[src/rtl/fcsg_pkg.sv]
package fcsg_pkg;

    localparam int COORD_W     = 12;
    localparam int RAD_W       = 4;
    localparam int OFF_W       = 5;
    localparam int DEC_W       = 9;
    localparam int SPAN_W      = 13;
    localparam int IN_TDATA_W  = 32;
    localparam int OUT_TDATA_W = 40;

    localparam logic [RAD_W-1:0] MAX_RADIUS = 4'd15;

    // Walk phases: one span per phase, idle loads the next circle
    typedef enum logic [2:0] {
        PH_IDLE,
        PH_UPPER,     // row cy-tx, wide columns
        PH_LOWER,     // row cy+tx, wide columns
        PH_CAP_TOP,   // row cy-ty, narrow columns
        PH_CAP_BOT,   // row cy+ty, narrow columns
        PH_TAIL_TOP,  // diagonal row cy-tx
        PH_TAIL_BOT   // diagonal row cy+tx
    } t_phase;

    typedef struct packed {
        logic signed [COORD_W-1:0] cx;
        logic signed [COORD_W-1:0] cy;
        logic [RAD_W-1:0]          radius;
        logic signed [DEC_W-1:0]   d0;
    } t_job;

    typedef struct packed {
        logic signed [SPAN_W-1:0] row;
        logic signed [SPAN_W-1:0] left;
        logic signed [SPAN_W-1:0] right;
        logic                     last;
    } t_span;

    typedef struct packed {
        t_phase           phase;
        logic [OFF_W-1:0] tx;
        logic [OFF_W-1:0] ty;
    } t_back_stat;

endpackage

[src/rtl/filled_circle_span_generator_unit.sv]
// Channel  Dir  Beat contents
// -------  ---  ---------------------------------------------------------------
// s        in   one circle: centre and radius
// m        out  one horizontal span of the filled disc, tlast on its final span
//
// A circle is first loaded, then the span walker emits one span a cycle into the
// output register while m is not stalled; radius zero gives two spans and radius
// 15 gives 31.
// Reset is synchronous and active low; it empties the queue and idles the walker.
// The front takes a beat whenever the two-entry job queue has room, so it keeps
// accepting while the walker works or while a span waits on a stalled m side.
// A stall on m holds the pending span; the walker freezes but can still load a circle.
module filled_circle_span_generator_unit (
    input  logic                            i_clk,
    input  logic                            i_rst_n,
    input  logic                            i_s_tvalid,
    output logic                            o_s_tready,
    // fields from bit 0: center_x[11:0], center_y[23:12], radius[27:24], zero pad
    input  logic [fcsg_pkg::IN_TDATA_W-1:0]  i_s_tdata,
    output logic                            o_m_tvalid,
    input  logic                            i_m_tready,
    // fields from bit 0: span_row[12:0], span_left[25:13], span_right[38:26], zero pad
    output logic [fcsg_pkg::OUT_TDATA_W-1:0] o_m_tdata,
    // last_span
    output logic                            o_m_tlast
);
    import fcsg_pkg::*;

    logic       q_push;
    logic       q_ready;
    t_job       push_job;
    logic       q_valid;
    logic       q_pop;
    t_job       pop_job;
    t_span      out_span;
    t_back_stat stat;

    // classify the incoming beat and hand it to the queue
    fcsg_front u_front (
        .i_s_tvalid (i_s_tvalid),
        .o_s_tready (o_s_tready),
        .i_s_tdata  (i_s_tdata),
        .i_q_ready  (q_ready),
        .o_q_push   (q_push),
        .o_q_job    (push_job)
    );

    // decouple acceptance from the walk
    fcsg_queue u_queue (
        .i_clk   (i_clk),
        .i_rst_n (i_rst_n),
        .i_push  (q_push),
        .i_job   (push_job),
        .o_ready (q_ready),
        .i_pop   (q_pop),
        .o_valid (q_valid),
        .o_job   (pop_job)
    );

    // walk the decision recurrence, one span per cycle while the output is not stalled
    fcsg_back u_back (
        .i_clk       (i_clk),
        .i_rst_n     (i_rst_n),
        .i_q_valid   (q_valid),
        .i_q_job     (pop_job),
        .o_q_pop     (q_pop),
        .o_out_valid (o_m_tvalid),
        .i_out_ready (i_m_tready),
        .o_out_span  (out_span),
        .o_stat      (stat)
    );

    assign o_m_tdata = {1'b0, out_span.right, out_span.left, out_span.row};
    assign o_m_tlast = out_span.last;

    // inside the walk proper tx stays below ty
    a_walk_order: assert property (@(posedge i_clk) disable iff (!i_rst_n)
        (stat.phase == PH_UPPER || stat.phase == PH_LOWER ||
         stat.phase == PH_CAP_TOP || stat.phase == PH_CAP_BOT) |-> (stat.tx < stat.ty))
        else $error("walk phase with tx not below ty");

    // the diagonal rows come only with tx equal to ty
    a_tail_diag: assert property (@(posedge i_clk) disable iff (!i_rst_n)
        (stat.phase == PH_TAIL_TOP || stat.phase == PH_TAIL_BOT) |-> (stat.tx == stat.ty))
        else $error("tail phase off the diagonal");

    // a pending final span means the walker has finished, or has only loaded the next circle
    a_last_done: assert property (@(posedge i_clk) disable iff (!i_rst_n)
        (o_m_tvalid && o_m_tlast) |->
        (stat.phase == PH_IDLE ||
         ((stat.phase == PH_UPPER || stat.phase == PH_TAIL_TOP) && stat.tx == '0)))
        else $error("walker moved on past a pending final span");

    // a span beat leaves the output register empty unless the walker refilled it
    a_drain: assert property (@(posedge i_clk) disable iff (!i_rst_n)
        (o_m_tvalid && i_m_tready && $past(stat.phase) == PH_IDLE && stat.phase == PH_IDLE)
        |=> !o_m_tvalid)
        else $error("span beat repeated while walker idle");

endmodule

[src/rtl/fcsg_front.sv]
module fcsg_front (
    input  logic                           i_s_tvalid,
    output logic                           o_s_tready,
    input  logic [fcsg_pkg::IN_TDATA_W-1:0] i_s_tdata,
    input  logic                           i_q_ready,
    output logic                           o_q_push,
    output fcsg_pkg::t_job                 o_q_job
);
    import fcsg_pkg::*;

    logic [RAD_W-1:0] rad_in;
    logic [RAD_W-1:0] rad_sat;

    assign rad_in  = i_s_tdata[2*COORD_W +: RAD_W];
    // clamp oversize radius
    assign rad_sat = (rad_in > MAX_RADIUS) ? MAX_RADIUS : rad_in;

    assign o_s_tready      = i_q_ready;
    assign o_q_push        = i_s_tvalid && i_q_ready;
    assign o_q_job.cx      = $signed(i_s_tdata[0 +: COORD_W]);
    assign o_q_job.cy      = $signed(i_s_tdata[COORD_W +: COORD_W]);
    assign o_q_job.radius  = rad_sat;
    // initial decision value 3 - 2r
    assign o_q_job.d0      = $signed(DEC_W'(3)) - $signed({4'b0000, rad_sat, 1'b0});

endmodule

[src/rtl/fcsg_queue.sv]
module fcsg_queue (
    input  logic           i_clk,
    input  logic           i_rst_n,
    input  logic           i_push,
    input  fcsg_pkg::t_job i_job,
    output logic           o_ready,
    input  logic           i_pop,
    output logic           o_valid,
    output fcsg_pkg::t_job o_job
);
    import fcsg_pkg::*;

    t_job       r_mem [2];
    logic       r_wr_ptr;
    logic       r_rd_ptr;
    logic [1:0] r_count;

    assign o_ready = (r_count != 2'd2);
    assign o_valid = (r_count != 2'd0);
    assign o_job   = r_mem[r_rd_ptr];

    always_ff @(posedge i_clk) begin
        if (i_push) begin
            r_mem[r_wr_ptr] <= i_job;
        end
    end

    always_ff @(posedge i_clk) begin
        if (!i_rst_n) begin
            r_wr_ptr <= 1'b0;
            r_rd_ptr <= 1'b0;
            r_count  <= 2'd0;
        end else begin
            if (i_push) begin
                r_wr_ptr <= ~r_wr_ptr;
            end
            if (i_pop) begin
                r_rd_ptr <= ~r_rd_ptr;
            end
            case ({i_push, i_pop})
                2'b10:   r_count <= r_count + 2'd1;
                2'b01:   r_count <= r_count - 2'd1;
                default: r_count <= r_count;
            endcase
        end
    end

endmodule

[src/rtl/fcsg_back.sv]
module fcsg_back (
    input  logic                    i_clk,
    input  logic                    i_rst_n,
    input  logic                    i_q_valid,
    input  fcsg_pkg::t_job          i_q_job,
    output logic                    o_q_pop,
    output logic                    o_out_valid,
    input  logic                    i_out_ready,
    output fcsg_pkg::t_span         o_out_span,
    output fcsg_pkg::t_back_stat    o_stat
);
    import fcsg_pkg::*;

    t_phase                  r_phase, n_phase;
    logic [OFF_W-1:0]        r_tx;
    logic [OFF_W-1:0]        r_ty;
    logic signed [DEC_W-1:0] r_d;
    logic signed [COORD_W-1:0] r_cx;
    logic signed [COORD_W-1:0] r_cy;
    logic                    r_out_valid;
    t_span                   r_out;

    logic                    advance;
    logic                    d_neg;
    logic [OFF_W-1:0]        tx1;
    logic [OFF_W-1:0]        ty1;
    t_phase                  step_next;
    logic signed [DEC_W-1:0] d_next;
    logic signed [DEC_W-1:0] diff;
    logic                    emit;
    logic                    step_end;
    t_span                   span;
    logic signed [SPAN_W-1:0] cx13, cy13, tx13, ty13;

    assign advance = !r_out_valid || i_out_ready;
    assign d_neg   = r_d[DEC_W-1];
    assign tx1     = r_tx + OFF_W'(1);
    assign ty1     = d_neg ? r_ty : (r_ty - OFF_W'(1));
    assign step_next = (tx1 < ty1) ? PH_UPPER : ((tx1 == ty1) ? PH_TAIL_TOP : PH_IDLE);
    assign diff    = $signed({4'b0000, r_tx}) - $signed({4'b0000, r_ty});
    assign d_next  = d_neg ? (r_d + $signed({2'b00, r_tx, 2'b00}) + $signed(DEC_W'(6)))
                           : (r_d + $signed({diff[DEC_W-3:0], 2'b00}) + $signed(DEC_W'(10)));

    assign cx13 = {r_cx[COORD_W-1], r_cx};
    assign cy13 = {r_cy[COORD_W-1], r_cy};
    assign tx13 = $signed({{(SPAN_W-OFF_W){1'b0}}, r_tx});
    assign ty13 = $signed({{(SPAN_W-OFF_W){1'b0}}, r_ty});

    // next phase
    always_comb begin
        n_phase = r_phase;
        unique case (r_phase)
            PH_IDLE: begin
                if (i_q_valid) begin
                    n_phase = (i_q_job.radius != '0) ? PH_UPPER : PH_TAIL_TOP;
                end
            end
            PH_UPPER: begin
                if (advance) begin
                    if (r_tx != '0) begin
                        n_phase = PH_LOWER;
                    end else begin
                        n_phase = d_neg ? step_next : PH_CAP_TOP;
                    end
                end
            end
            PH_LOWER: begin
                if (advance) begin
                    n_phase = d_neg ? step_next : PH_CAP_TOP;
                end
            end
            PH_CAP_TOP:  if (advance) n_phase = PH_CAP_BOT;
            PH_CAP_BOT:  if (advance) n_phase = step_next;
            PH_TAIL_TOP: if (advance) n_phase = PH_TAIL_BOT;
            PH_TAIL_BOT: if (advance) n_phase = PH_IDLE;
            default:     n_phase = PH_IDLE;
        endcase
    end

    // span selection and step bookkeeping
    always_comb begin
        emit       = 1'b1;
        step_end   = 1'b0;
        span.row   = cy13 - tx13;
        span.left  = cx13 - ty13;
        span.right = cx13 + ty13;
        span.last  = 1'b0;
        unique case (r_phase)
            PH_IDLE: begin
                emit = 1'b0;
            end
            PH_UPPER: begin
                step_end = (r_tx == '0) && d_neg;
            end
            PH_LOWER: begin
                span.row = cy13 + tx13;
                step_end = d_neg;
            end
            PH_CAP_TOP: begin
                span.row   = cy13 - ty13;
                span.left  = cx13 - tx13;
                span.right = cx13 + tx13;
            end
            PH_CAP_BOT: begin
                span.row   = cy13 + ty13;
                span.left  = cx13 - tx13;
                span.right = cx13 + tx13;
                step_end   = 1'b1;
            end
            PH_TAIL_TOP: begin
            end
            PH_TAIL_BOT: begin
                span.row  = cy13 + tx13;
                span.last = 1'b1;
            end
            default: begin
                emit = 1'b0;
            end
        endcase
        if (step_end && (step_next == PH_IDLE)) begin
            span.last = 1'b1;
        end
    end

    assign o_q_pop     = (r_phase == PH_IDLE) && i_q_valid;
    assign o_out_valid = r_out_valid;
    assign o_out_span  = r_out;
    assign o_stat.phase = r_phase;
    assign o_stat.tx    = r_tx;
    assign o_stat.ty    = r_ty;

    always_ff @(posedge i_clk) begin
        if (advance && emit) begin
            r_out <= span;
        end
        if (o_q_pop) begin
            r_cx <= i_q_job.cx;
            r_cy <= i_q_job.cy;
        end
    end

    always_ff @(posedge i_clk) begin
        if (!i_rst_n) begin
            r_phase     <= PH_IDLE;
            r_out_valid <= 1'b0;
            r_tx        <= '0;
            r_ty        <= '0;
            r_d         <= '0;
        end else begin
            r_phase <= n_phase;
            if (advance) begin
                r_out_valid <= emit;
            end
            if (o_q_pop) begin
                r_tx <= '0;
                r_ty <= {1'b0, i_q_job.radius};
                r_d  <= i_q_job.d0;
            end else if (advance && step_end) begin
                r_tx <= tx1;
                r_ty <= ty1;
                r_d  <= d_next;
            end
        end
    end

endmodule
[config.mk]
export PLATFORM = sky130hd
export DESIGN_NAME = filled_circle_span_generator_unit
export DESIGN_NICKNAME = d
export VERILOG_FILES = /design/src/rtl/fcsg_pkg.sv /design/src/rtl/filled_circle_span_generator_unit.sv /design/src/rtl/fcsg_front.sv /design/src/rtl/fcsg_queue.sv /design/src/rtl/fcsg_back.sv
export SDC_FILE = /design/constraint.sdc
export NUM_CORES = 1
export LEC_CHECK = 0
export ABC_AREA = 1
export BUFFER_PORTS_ARGS = -buffer_cell sky130_fd_sc_hd__buf_4
export CORE_UTILIZATION = 50
export CTS_BUF_LIST = sky130_fd_sc_hd__clkbuf_8
export DETAILED_ROUTE_END_ITERATION = 12
export PLACE_DENSITY = 0.69
export RECOVER_POWER = 100
export SETUP_SLACK_MARGIN = 0.15
export SYNTH_ARGS = -nofsm -noshare
export SYNTH_HDL_FRONTEND = slang
export SYNTH_SLANG_ARGS = --single-unit
export TNS_END_PERCENT = 50
[constraint.sdc]
create_clock -name i_clk -period 4.6 [get_ports i_clk]
set_input_delay 0.23 -clock i_clk [delete_from_list [all_inputs] [get_ports i_clk]]
set_output_delay 0.23 -clock i_clk [all_outputs]
set_load 0.01 [all_outputs]
==> results of run 1 <==
sequential cells by signal, summed over array words and instances, names as in the netlist, 2 cells and up, named ones only:
register	flops
u_back.r_phase	3
u_queue.r_mem	64
u_back.r_d	8
u_back.r_cy	12
u_back.r_ty	5
u_queue.r_count	2
u_back.r_cx	12
u_back.r_tx	5
u_back.o_out_span	39
repair_timing:
item | CTS | global route
hold buffers | 28 | 0
hold endpoints to repair | 56 | 0
gates resized for setup | 0 | 0
cell type report:
type                    count  area [um2]  share of cell area, %
clock buffers              17         234                   2.51
flip-flops and latches    154        4350                   46.8
clock inverters            15         146                   1.57
multi-input cells         557        3280                   35.3
repair buffers            106         672                   7.21
inverters                  93         352                   3.78
well taps                 216         270                   2.90
placed cells by master, fill, tap and decap left out, types with 13 or more instances in the layout:
cell type	Yosys	routed
a21oi_1	54	56
clkbuf_1	10	51
clkbuf_4	0	22
clkbuf_8	0	17
dfxtp_1	27	27
dlygate4sd3_1	0	28
edfxtp_1	127	127
ha_1	62	62
inv_1	88	92
nand2_1	216	217
nand3_1	27	28
nor2_1	43	43
o21ai_0	36	42
xnor2_1	13	13
xor2_1	31	31
power by group through the flow:
stage                     Sequential (mW)  Combinational, mW  Clock, mW
after floorplan                      2.57               3.00          0
final                                2.51               4.05      0.984
after global routing                 2.56               4.65       1.07
after CTS                            2.51               4.26       1.01
after global placement               2.53               4.13          0
after detailed placement             2.54               4.20          0
final timing paths:
kind | startpoint | end | depth (start not counted)
worst max register to register | u_back.r_phase[2] | u_back.o_out_span[1] | 5
worst min register to register | u_queue.r_rd_ptr | u_queue.r_rd_ptr | 1
worst min-delay path | i_s_tvalid | u_queue.r_wr_ptr | 3
worst max-delay path | u_back.r_phase[2] | u_back.o_out_span[1] | 5
through the flow:
stage / hold WS, ns / area [um2] / util, % / power [mW]
finish: 0.0814 / 9310 / 58.6 / 7.54
global route: 0.0808 / 9310 / 58.6 / 8.28
CTS: 0.0590 / 9560 / 60.2 / 7.77
detailed placement: 0.417 / 8900 / 56.0 / 6.74
global placement: 0.415 / 8900 / 56.0 / 6.66
floorplan: 0.329 / 8110 / - / 5.56
logic make-up (layout without fill, tap and decap cells):
| group | after synthesis | in the layout |
|---|---|---|
| simple gates | 311 | 311 |
| flops | 154 | 154 |
| compound gates | 132 | 132 |
| buf+inv | 109 | 231 |
| fa+ha+maj | 68 | 68 |
| xor+xnor | 44 | 44 |
| other cells | 1 | 1 |
| mux | 1 | 1 |
layer usage:
metal | track usage (%) | part of all wire [%] | vias up
met5 | 0 | 0 | -
met4 | 7.27 | 1.6 | 0
met3 | 4.87 | 5.7 | 17
met2 | 32.1 | 44 | 145
met1 | 29.3 | 49 | 2682
li1 | - | - | 2988
tightest hold or removal path: stages:
cell and delay, ns:
buf_4 0.08, a21oi_1 0.05, nor3_1 0.11
==> out/results.ini, run 1 <==
[detailed_routing]
vias = 5832
drt_iter0_drc = 302
drc = 0
antenna_left = 0
drt-vias-per-instance = 5.04
drtPass1Iterations = 5
wl_per_cell_um = 14.2
routed_wl_mm = 16.5

[timing]
clock_skew_ns = 0.0124
worst_slack_ns = 0.730
min_period_ns = 3.87
setup_viol = 0
slew_violations = 48
min_period_over_period_pct = 84.1
worst_pin_slew_ns = 1.54
fmax_mhz = 258
hold_viol = 0
rsz0062_at_grt = false
max_slew_margin_pct = -2.53
final.setup.tns_ns = 0

[finish]
stdcell_count = 1158
fill_cells = 1423
synthToLayoutAreaGrowth_pct = 14.8
num_antenna_cells = 0
drive_gt1_share_pct = 6.79
nets = 1033

[power]
p_leak_nw = 3.98
p_seq_share_pct = 33.3
pwr-share-comb_pct = 53.7
power.internal_mw = 4.16
peakVddDrop_mv = 0.322
p_sw_mw = 3.37
clkPwrFrac_pct = 13.1
p_sw_share_pct = 44.7
powerDensity_nw_per_um2 = 809

[cts]
clock_latency_ns = 0.44
clock_sinks = 154
tritoncts = built
cts_inserted_buffers = 17
path_clk_slew_ns = 0.08
root_buffer = clkbuf_8
cts_buffer_depth = 2
htreeDepth = 4
cts_setup_buffers = 0

[yosys]
syn_nets = 924
yosys.area_share.simple_pct = 15.7
synth_top_area_cell = edfxtp_1
synthTopCellsByArea = edfxtp_1 (47%), nand2_1 (10%), ha_1 (9.6%), dfxtp_1 (6.7%), inv_1 (4.1%)
yosysSeqAreaShare_pct = 53.7
ys_seq_elements = 154
syn_avg_cell_area_um2 = 9.90
synth_compound_gate_area_share_pct = 9.34
ys_warn_count = 0
synth_top_family_by_area = simple AND/OR/NAND/NOR gates
ys.flop_type = edfxtp_1
synth-edff-count = 127
async_flop_share_pct = 0
yosysMostFrequentCell = nand2_1
synth_cell_types = 43
synthCells = 820
synth-xor-area-share_pct = 4.75
yosysTopAreaCellShare_pct = 47.0
synthMuxAreaShare_pct = 0.123
netlist_area_um2 = 8110
synth.top_cells.by_count = nand2_1 (216), edfxtp_1 (127), inv_1 (88)
synthAdderAreaFrac_pct = 11.0

[critical_path]
critical_path_class = flop to flop
path_buf_inv = 3
slowest_stage = a21oi_1
cp.required_ns = 4.67
worstSetupStartpointType = flop
arrival_ns = 3.94
crit_chain = inv_1 > o21ai_0 > inv_1 > a21oi_1 > clkbuf_2
crit_fanout = 26
cp_top_family = compound AO/OA/AOI/OAI gates
cp_common_cell = inv_1
cpPeakStageDelay_ns = 1.20
rrSetupSlack_ns = 0.73
worst_setup_path_end_kind = flop

[global_route]
grt.total_usage_pct = 21.0
antenna_found_initial = 0
grt_pass1_vias = 5438
grt_max_degree = 37
grt.overflow.total = 0
grt_pass1_wl_mm = 26.6

[die]
dieArea_um2 = 16700
initial_core_util_pct = 51.1
core-area_um2 = 15900
rows = 46
chipWidth_um = 129
ios = 79
die_h_um = 129

[hold_path]
hold_class = input port to flop

[outcome]
violations = capacitance limit, slew limit
status = finished, violations left

[placement]
dp_hpwl_mm = 11.9
gp_congestion = 0.871
dp_slack_ns = 1.27
port_buffers = 73
dp_cells = 1098

[run]
drv_cap = 2

No activity file was read; power rests on OpenSTA's default activity.
==> run 2: changes to the inputs <==
- PLACE_DENSITY: 0.69 -> 0.72
- clock period: 4.6 -> 3.4 ns (I/O delays scaled with it)
==> out/results.ini, run 2 (synthesis gave the netlist of run 1 again) <==
[global_route]
grt.overflow.total = 0
grt.total_usage_pct = 21.5
grt_pass1_wl_mm = 27.3
antenna_found_initial = 0
grt_pass1_vias = 5627
grt_max_degree = 34

[detailed_routing]
drc = 0
routed_wl_mm = 16.7
drt-vias-per-instance = 5.09
antenna_left = 0
drt_iter0_drc = 422
vias = 5950
wl_per_cell_um = 14.3
drtPass1Iterations = 4

[cts]
clock_sinks = 154
tritoncts = built
cts_setup_buffers = 0
cts_inserted_buffers = 17
path_clk_slew_ns = 0.08
htreeDepth = 4
clock_latency_ns = 0.46
root_buffer = clkbuf_8
cts_buffer_depth = 2

[critical_path]
r2r-end = u_back.r_d[7]
rrSetupSlack_ns = 0.31
worstSetupStartpointType = flop
rr_startpoint = u_back.r_ty[0]
critical_path_class = flop to flop
crit_fanout = 5
worstRegToRegCells = 16
worst_setup_path_end_kind = flop
cp.required_ns = 3.73
arrival_ns = 3.42

[placement]
dp_hpwl_mm = 12.2
dp_slack_ns = 0.200
gp_congestion = 0.889
port_buffers = 73
dp_cells = 1108

[die]
die_h_um = 129
chipWidth_um = 129
initial_core_util_pct = 51.1
ios = 79
core-area_um2 = 15900
dieArea_um2 = 16700
rows = 46

[hold_path]
hold_class = input port to flop
holdPathEnd = u_queue.r_wr_ptr
whs_path_depth = 3
hold_start = i_s_tvalid

[power]
power.internal_mw = 5.60
clkPwrFrac_pct = 12.1
p_seq_share_pct = 32.6
pwr-share-comb_pct = 55.4
p_sw_mw = 4.68
p_sw_share_pct = 45.6
peakVddDrop_mv = 0.452
powerDensity_nw_per_um2 = 1090
p_leak_nw = 4.02
totalPowerFinal_mw = 10.3

[timing]
worst_slack_ns = 0.313
hold_viol = 0
fmax_mhz = 324
holdWs_ns = 0.0389
clock_skew_ns = 0.0161
max_slew_margin_pct = -26.9
rsz0062_at_grt = true
setup_viol = 0
min_period_ns = 3.09
worst_pin_slew_ns = 1.90
slew_violations = 83
final.setup.tns_ns = 0
min_period_over_period_pct = 90.8

[finish]
largest_reg_flops = 64
nets = 1044
num_antenna_cells = 0
top_register = u_queue.r_mem
synthToLayoutAreaGrowth_pct = 16.1
stdcell_count = 1169
drive_gt1_share_pct = 9.02
final_cell_mix = nand2_1 (216), edfxtp_1 (127), inv_1 (91)
final_common_cell = nand2_1

[run]
drv_cap = 3

[outcome]
status = finished, violations left
violations = capacitance limit, slew limit

-- run 2: changes by cell type in the layout (fill, tap and decap cells not counted), sizes merged --
cell | previous run | this run
bufinv | 2 | 0
inv | 99 | 100
buf | 4 | 12
clkbuf | 91 | 93
dlygate4sd3 | 28 | 29
clkinv | 6 | 5
clkinvlp | 1 | 3
-- run 2: final cells by class --
type | instances | area [um2]
flip-flops and latches | 154 | 4360
repair buffers | 117 | 766
multi-input cells | 557 | 3330
inverters | 93 | 352
well taps | 216 | 270
fillers | 1426 | 6460
clock buffers | 17 | 234
clock inverters | 15 | 113
-- run 2: timing repair --
item | 4_1_cts | 5_1_grt
hold buffers | 29 | 0
endpoints found under the setup margin | 0 | 13
endpoints found under the hold margin | 60 | 0
gates resized for setup | 0 | 9
-- run 2: power groups by stage --
stage	clock network (mW)	registers (mW)	logic [mW]
final	1.24	3.35	5.69
after global routing	1.34	3.42	6.46
after CTS	1.27	3.34	5.92
after detailed placement	0	3.38	5.85
after global placement	0	3.38	5.73
after floorplan	0	3.46	4.06
-- run 2: worst max-delay path: stages (launching register included) --
cell and delay, ns:
dfxtp_1 0.44, ha_1 0.22, inv_1 0.07, fa_1 0.41, nand3_1 0.09, nand2_1 0.07, xor2_1 0.15, ha_1 0.29
ha_1 0.36, nand2_1 0.09, or2_2 0.30, nand3_1 0.08, nand2_1 0.06, nand3_1 0.08, nand2_1 0.08, a21oi_1 0.14
nor2_1 0.05
-- run 2: routing by layer --
layer / routed length (um) / global-route usage, % / vias up
met2: 7750 / 33.7 / 132
met1: 7880 / 29.9 / 2777
met3: 852 / 4.46 / 21
met4: 241 / 7.27 / 0
li1: - / - / 3020
met5: 0 / 0 / -
-- run 2: how the worst max path moves through the flow --
stage | startpoint | to | cells past startpoint
after floorplan | u_back.r_tx[0] | u_back.r_d[7] | 17
after global placement | u_back.r_phase[1] | u_back.o_out_span[24] | 16
after detailed placement | u_back.r_phase[1] | u_back.o_out_span[24] | 16
after CTS | u_back.r_phase[1] | u_back.o_out_span[24] | 16
after global routing | u_back.r_phase[1] | u_back.o_out_span[23] | 18
final | u_back.r_ty[0] | u_back.r_d[7] | 16
-- run 2: per-stage QoR --
stage          util (%)  cell area, um2
6_report           59.3            9420
5_1_grt            59.3            9420
4_1_cts            60.6            9630
3_5_place_dp       56.6            8990
3_3_place_gp       56.6            8990
2_1_floorplan         -            8120
